File: config.mk
export PLATFORM = sky130hd
export DESIGN_NAME = opmt_ctrl
export DESIGN_NICKNAME = d
export VERILOG_FILES = /design/src/hdl/opmt_pkg.sv /design/src/hdl/opmt_ctrl.sv
export SDC_FILE = /design/constraint.sdc
export NUM_CORES = 1
export LEC_CHECK = 0
export ABC_CLOCK_PERIOD_IN_PS = 2200
export BUFFER_PORTS_ARGS = -buffer_cell sky130_fd_sc_hd__buf_2
export CORE_AREA = 3 3 40 42
export DETAILED_ROUTE_END_ITERATION = 10
export DIE_AREA = 0 0 43 45
export GPL_TIMING_DRIVEN = 1
export PLACE_DENSITY_LB_ADDON = 0.2
export SLEW_MARGIN = 40
export SYNTH_ARGS = -nofsm -noshare
export SYNTH_HDL_FRONTEND = slang
export SYNTH_SLANG_ARGS = --single-unit
File: constraint.sdc
create_clock -name clk -period 2.2 [get_ports clk]
set_clock_uncertainty 0.05 [all_clocks]
set_input_delay 0.44 -clock clk [delete_from_list [all_inputs] [get_ports clk]]
set_output_delay 0.44 -clock clk [all_outputs]
set_load 0.02 [all_outputs]
File: src/hdl/opmt_pkg.sv
// Shared constants, command codes and controller/datapath interface types for the MAC tile.
package opmt_pkg;

	localparam int LANES         = 4;
	localparam int IDX_W         = 2;
	localparam int CMD_W         = 2;
	localparam int OPND_W        = 16;
	localparam int PROD_W        = 2 * OPND_W;
	localparam int ACC_W         = 48;
	localparam int DEF_TILE_ROWS = 4;
	localparam int DEF_TILE_COLS = 4;

	localparam logic [CMD_W-1:0] CMD_LOAD  = 2'd0;
	localparam logic [CMD_W-1:0] CMD_MAC   = 2'd1;
	localparam logic [CMD_W-1:0] CMD_DRAIN = 2'd2;

	typedef struct packed {
		logic             load_en;
		logic             mac_en;
		logic             emit;
		logic [IDX_W-1:0] emit_row;
		logic [IDX_W-1:0] emit_col;
		logic             emit_last;
	} dp_cmd_t;

	typedef struct packed {
		logic slot_free;
	} dp_stat_t;

endpackage

File: src/hdl/opmt_ctrl.sv
// Controller: command decode, drain sequencing and input handshake.
module opmt_ctrl
	import opmt_pkg::*;
#(
	parameter int TILE_ROWS = DEF_TILE_ROWS,
	parameter int TILE_COLS = DEF_TILE_COLS
) (
	input  logic             clk,
	input  logic             arst_n,
	input  logic             in_valid,
	output logic             in_ready,
	input  logic [CMD_W-1:0] command,
	input  logic [IDX_W-1:0] row_index,
	input  logic [IDX_W-1:0] col_index,
	output dp_cmd_t          dp_cmd,
	input  dp_stat_t         dp_stat
);

	localparam int ROWS_USED = (TILE_ROWS < LANES) ? TILE_ROWS : LANES;
	localparam int COLS_USED = (TILE_COLS < LANES) ? TILE_COLS : LANES;

	typedef enum logic {
		ST_IDLE,
		ST_DRAIN
	} state_t;

	state_t           state_q;
	logic [IDX_W-1:0] row_q;
	logic [IDX_W-1:0] col_q;
	logic             accept;
	logic             row_end;
	logic             col_end;
	logic             in_tile;

	assign in_ready = (state_q == ST_IDLE);
	assign accept   = in_valid && in_ready;
	assign row_end  = (row_q == IDX_W'(ROWS_USED - 1));
	assign col_end  = (col_q == IDX_W'(COLS_USED - 1));
	// ignore loads that fall outside the active tile
	assign in_tile  = ({1'b0, row_index} < (IDX_W+1)'(ROWS_USED)) &&
		({1'b0, col_index} < (IDX_W+1)'(COLS_USED));

	always_comb begin
		dp_cmd           = '0;
		dp_cmd.load_en   = accept && (command == CMD_LOAD) && in_tile;
		dp_cmd.mac_en    = accept && (command == CMD_MAC);
		dp_cmd.emit      = (state_q == ST_DRAIN) && dp_stat.slot_free;
		dp_cmd.emit_row  = row_q;
		dp_cmd.emit_col  = col_q;
		dp_cmd.emit_last = row_end && col_end;
	end

	always_ff @(posedge clk or negedge arst_n) begin
		if (!arst_n) begin
			state_q <= ST_IDLE;
			row_q   <= '0;
			col_q   <= '0;
		end else begin
			case (state_q)
				ST_IDLE: begin
					row_q <= '0;
					col_q <= '0;
					if (accept && (command == CMD_DRAIN)) state_q <= ST_DRAIN;
				end
				ST_DRAIN: begin
					if (dp_stat.slot_free) begin
						if (col_end) begin
							col_q <= '0;
							if (row_end) begin
								row_q   <= '0;
								state_q <= ST_IDLE;
							end else begin
								row_q <= row_q + 1'b1;
							end
						end else begin
							col_q <= col_q + 1'b1;
						end
					end
				end
				default: state_q <= ST_IDLE;
			endcase
		end
	end

endmodule

* After elaboration in Yosys (flattened, before gate mapping)
Index checks and enable logic that the tools add are counted.
Word-level totals: register bits 5, bits of input ports 10, output and inout bits 9, word-level logic and storage cells 32
Cells by class: add/sub/neg operators 2, eq/ne operators 6, mux-type cells 12, bitwise gates (word level) 1, reductions and logical operators 8
Operators with widths (count):
- $mux 2 | 5
- $pmux 2 s2 | 2
- $eq 2x2->1 const B | 3
- $logic_and 1x1->1 | 6
- $add 2x1->2 const B | 2
- $mux 1 | 4
- $eq 2x1->1 const B | 1
- $logic_not 2->1 | 1
- $ne 2x1->1 const B | 1
- $ne 2x2->1 const B | 1
- $pmux 1 s2 | 1
- $reduce_and 2->1 | 1
- $not 1->1 | 1

* Longest topological paths before layout
depth after elaboration 5, mapped depth 3, mapped depth without buffers 3

* Worst setup path after synthesis
No wires, ideal clock.
path type input-to-output, start input port command[0], end output port dp_cmd[7] (netlist bit), data arrival time 1.203 ns, required time 1.710 ns, slack 0.507 ns, cell stages on the path 1, buffers on the path 0, path through nor4b_1
Between the ends: longest elaborated chain between the ends 2
RTL lines:
- start: declaration | line opmt_ctrl.sv:12 | input logic [CMD_W-1:0] command,
- $logic_not 2->1 | line opmt_ctrl.sv:45 | dp_cmd.load_en = accept && (command == CMD_LOAD) && in_tile;
- $logic_and 1x1->1 | line opmt_ctrl.sv:45
- end: declaration | line opmt_ctrl.sv:15 | output dp_cmd_t dp_cmd,
Every way passes these cells.

==> impl_metrics.xml <==
<?xml version="1.0" encoding="UTF-8"?>
<metrics>
  <group name="power">
    <metric name="total_switching_power" unit="mW">0.2044</metric>
    <metric name="static-leakage-power" unit="nW">0.2141</metric>
    <metric name="swShare" unit="%">40.19</metric>
    <metric name="seq_power_share" unit="%">32.9</metric>
    <metric name="intPower" unit="mW">0.3043</metric>
    <metric name="total_power" unit="mW">0.5087</metric>
    <metric name="combinationalPowerShare" unit="%">46.9</metric>
    <metric name="clock_group_share_of_total_power" unit="%">20.1</metric>
    <metric name="power_density_of_the_placed_cells" unit="nW/µm²">1221</metric>
    <metric name="ir_drop" unit="mV">0.3475</metric>
  </group>
  <group name="worst_setup_path">
    <metric name="critical_path.cell_chain" unit="">ha_1, and2_1, buf_2</metric>
    <metric name="timing.critical_path.to_type" unit="">output port</metric>
    <metric name="required" unit="ps">1710</metric>
    <metric name="worst-endpoint-arrival" unit="ps">1210</metric>
    <metric name="critical_path_class" unit="">register to output port</metric>
    <metric name="worst_path_max_fanout" unit="">7</metric>
    <metric name="cpLargestDelayFamily" unit="">flip-flops</metric>
    <metric name="worst-path-buf-inv" unit="">1</metric>
    <metric name="startpoint_type" unit="">register</metric>
    <metric name="reg2reg_slack" unit="ps">890</metric>
    <metric name="cpMaxStageDelayCell" unit="">sky130_fd_sc_hd__dfrtp_1</metric>
    <metric name="max_stage_delay" unit="ps">390</metric>
  </group>
  <group name="clock_network">
    <metric name="cts_num_sinks" unit="">5</metric>
    <metric name="worstSkewPairLatency" unit="ps">240</metric>
    <metric name="cts_repair_resize_count" unit="">0</metric>
    <metric name="clk_pin_slew_worst_paths" unit="ps">40</metric>
    <metric name="ctsHtreeMaxLevel" unit="">1</metric>
    <metric name="cts_root_buf" unit="">sky130_fd_sc_hd__clkbuf_4</metric>
    <metric name="postCtsHoldBufs" unit="">1</metric>
    <metric name="tritoncts" unit="">done</metric>
    <metric name="cts.repair_timing.setup_buffer_count" unit="">0</metric>
    <metric name="cts_buffers" unit="">3</metric>
    <metric name="max-clock-path-buffers" unit="">2</metric>
  </group>
  <group name="die">
    <metric name="design.portCount" unit="">19</metric>
    <metric name="floorplan.initialDensity" unit="%">23.27</metric>
    <metric name="core" unit="µm²">1285</metric>
    <metric name="die_area" unit="µm²">1935</metric>
    <metric name="dieWidth" unit="µm">43</metric>
    <metric name="vert_die_dim" unit="µm">45</metric>
    <metric name="rows" unit="">13</metric>
  </group>
  <group name="synthesis">
    <metric name="synth_fa_ha_area_share" unit="%">8.368</metric>
    <metric name="synth.yosys.seq_area_share" unit="%">41.84</metric>
    <metric name="synth.mux.area_fraction" unit="%">3.347</metric>
    <metric name="syn_area_per_cell" unit="µm²">11.08</metric>
    <metric name="synth_top_flop_cell" unit="">sky130_fd_sc_hd__dfrtp_1</metric>
    <metric name="async_reset_ff_share" unit="%">100.0</metric>
    <metric name="synth_largest_area_cell" unit="">sky130_fd_sc_hd__dfrtp_1</metric>
    <metric name="edff_count_synth" unit="">0</metric>
    <metric name="synth.top_cells.by_count" unit="">sky130_fd_sc_hd__dfrtp_1, sky130_fd_sc_hd__a21oi_1, sky130_fd_sc_hd__and2_1, sky130_fd_sc_hd__ha_1</metric>
    <metric name="synth-xor-area-share" unit="%">0</metric>
    <metric name="synth_simple_gate_area_share" unit="%">28.03</metric>
    <metric name="synth_top_cell_area_share" unit="%">41.84</metric>
    <metric name="synth_area" unit="µm²">299.0</metric>
    <metric name="synthMostInstantiatedCell" unit="">sky130_fd_sc_hd__dfrtp_1</metric>
    <metric name="mappedNetlistNets" unit="">39</metric>
    <metric name="synth_top_family_by_area" unit="">simple AND/OR/NAND/NOR gates</metric>
    <metric name="synth.top_cells.by_area" unit="">sky130_fd_sc_hd__dfrtp_1, sky130_fd_sc_hd__ha_1, sky130_fd_sc_hd__and2_1</metric>
    <metric name="yosysWarnings" unit="">0</metric>
    <metric name="netlist_instances" unit="">27</metric>
    <metric name="post_synth_num_cell_types" unit="">20</metric>
    <metric name="synth_compound_gate_area_share" unit="%">14.64</metric>
    <metric name="synth_seq_cells" unit="">5</metric>
  </group>
  <group name="timing">
    <metric name="maxSlewViolCount" unit="">0</metric>
    <metric name="final.min_clock_period" unit="ps">1698</metric>
    <metric name="tightestPinTransition" unit="ps">228.2</metric>
    <metric name="tns" unit="ps">0</metric>
    <metric name="report.final.hold_viol_count" unit="">0</metric>
    <metric name="fmax" unit="MHz">589.0</metric>
    <metric name="timing.slew.headroom" unit="%">84.57</metric>
    <metric name="final_critical_path_setup_slack" unit="ps">502.2</metric>
    <metric name="rsz_0062_raised_after_global_routing" unit="">no</metric>
    <metric name="finalSetupViolCount" unit="">0</metric>
    <metric name="fin_crit_sh" unit="%">77.17</metric>
  </group>
  <group name="route">
    <metric name="avgViaCountPerCell" unit="">4.500</metric>
    <metric name="detail_route.first_pass.iterations" unit="">2</metric>
    <metric name="route.detailed.wl_per_inst" unit="µm">10.35</metric>
    <metric name="drtIter0Drc" unit="">4</metric>
    <metric name="totalWireLength" unit="µm">621</metric>
    <metric name="drc_errors" unit="">0</metric>
    <metric name="detailroute.via_count" unit="">270</metric>
    <metric name="drt.antenna.violating_nets" unit="">0</metric>
  </group>
  <group name="placed_design">
    <metric name="post_dp_cell_area" unit="µm²">380.4</metric>
    <metric name="pre_cts_ws" unit="ps">684.4</metric>
    <metric name="dp_hpwl" unit="µm">510.6</metric>
    <metric name="place_congestion" unit="">0.6542</metric>
    <metric name="portBuffers" unit="">14</metric>
  </group>
  <group name="flow_run">
    <metric name="drv.max_cap_violation_count" unit="">0</metric>
  </group>
  <group name="global_route">
    <metric name="grt-ovfl-total" unit="">0</metric>
    <metric name="antenna_found_initial" unit="">0</metric>
    <metric name="grt_pass1_vias" unit="">234</metric>
    <metric name="first_pass_grt_wire_length" unit="µm">1007</metric>
    <metric name="grt_usage" unit="%">7.358</metric>
    <metric name="grt_max_degree" unit="">10</metric>
  </group>
  <group name="cells_and_area">
    <metric name="fraction_of_layout_instances_using_a_drive_strength_above_1" unit="%">44.44</metric>
    <metric name="area_delta_synth_final" unit="%">39.33</metric>
    <metric name="nNetsFinal" unit="">58</metric>
    <metric name="filler_cell_count" unit="">142</metric>
    <metric name="antenna_cells" unit="">0</metric>
    <metric name="final_core_utilization" unit="%">32.42</metric>
    <metric name="final_design_area_excluding_fillers" unit="µm²">416.7</metric>
  </group>
  <group name="run_status">
    <metric name="outcome" unit="">completed</metric>
  </group>
  <group name="hold_path">
    <metric name="hp-class" unit="">primary input to register</metric>
  </group>
</metrics>
## power by group through the flow
stage,Clock (mW),Sequential (mW),Combinational (mW)
floorplan,0,0.206,0.127
global placement,0,0.166,0.239
detailed placement,0,0.170,0.241
CTS,0.108,0.168,0.244
global route,0.113,0.175,0.269
finish,0.102,0.168,0.239
## metrics by stage
| step | instances | hold WS, ps |
|---|---|---|
| 5_1_grt | 60 | 435.5 |
| 3_3_place_gp | 55 | 211.1 |
| 4_1_cts | 60 | 428.2 |
| 2_1_floorplan | 27 | 94.41 |
| 6_report | 60 | 438.3 |
| 3_5_place_dp | 55 | 211.7 |
## tightest hold or removal path, delay by kind of cell
| family | cells | cell delay (ps) |
|---|---|---|
| buf+inv | 1 | 110 |
| simple gates | 1 | 70 |
| compound gates | 1 | 60 |
## cells in the final DEF (no fill, tap or decap)
| cell | n |
|---|---|
| sky130_fd_sc_hd__nor4b_1 | 1 |
| sky130_fd_sc_hd__nor4bb_1 | 1 |
| sky130_fd_sc_hd__nand3b_1 | 1 |
| sky130_fd_sc_hd__and4bb_2 | 1 |
| sky130_fd_sc_hd__or3b_1 | 1 |
| sky130_fd_sc_hd__and4_1 | 1 |
| sky130_fd_sc_hd__buf_2 | 14 |
| sky130_fd_sc_hd__nand3_1 | 1 |
| sky130_fd_sc_hd__ha_1 | 2 |
| sky130_fd_sc_hd__and2_1 | 2 |
| sky130_fd_sc_hd__a21bo_2 | 1 |
| sky130_fd_sc_hd__clkbuf_1 | 1 |
| sky130_fd_sc_hd__mux2i_1 | 1 |
| sky130_fd_sc_hd__a21oi_2 | 1 |
| sky130_fd_sc_hd__clkbuf_4 | 3 |
| sky130_fd_sc_hd__dlygate4sd3_1 | 1 |
| sky130_fd_sc_hd__a21boi_0 | 1 |
| sky130_fd_sc_hd__inv_1 | 1 |
| sky130_fd_sc_hd__a21oi_1 | 2 |
| sky130_fd_sc_hd__nand2b_1 | 1 |
| sky130_fd_sc_hd__nor2_1 | 1 |
| sky130_fd_sc_hd__dfrtp_1 | 5 |
| sky130_fd_sc_hd__o21a_1 | 1 |
## path summary, 6_finish.rpt
| path | from | depth (start not counted) | endpoint |
|---|---|---|---|
| worst max-delay path | col_q[0] | 3 | dp_cmd[0] |
| worst min-delay path | in_valid | 3 | state_q |
| worst max register to register | col_q[0] | 3 | col_q[0] |
| worst min register to register | col_q[1] | 2 | col_q[1] |
| max in group asynchronous | arst_n | 2 | col_q[0] |
| min in group asynchronous | arst_n | 2 | row_q[0] |
## layout make-up
class	instances	area [µm²]	area share (%)
timing repair buffer	15	80.08	19.22
tap	15	18.77	4.505
clock buffer	4	26.28	6.306
inverter	1	3.754	0.9009
multi-input combinational	20	162.7	39.04
sequential	5	125.1	30.03
## metal layers
metal  GRT usage, %  part of all wire (%)  vias up
met5              0                     0        -
met4          7.229                     0        0
met3          2.390                    10        0
met2          9.281                    46       11
met1          9.512                    44      121
li1               -                     -      138
## flip-flops by register name, summed over array words and instances, names as in the netlist
name     count
state_q      1
row_q        2
col_q        2
## logic make-up after synthesis
kind of cell               Yosys count
and+or+nand+nor                     11
AOI/OAI and AO/OA                    6
DFF                                  5
buffers and inverters                2
adders and majority gates            2
muxes                                1
(Power assumes the default switching activity.)
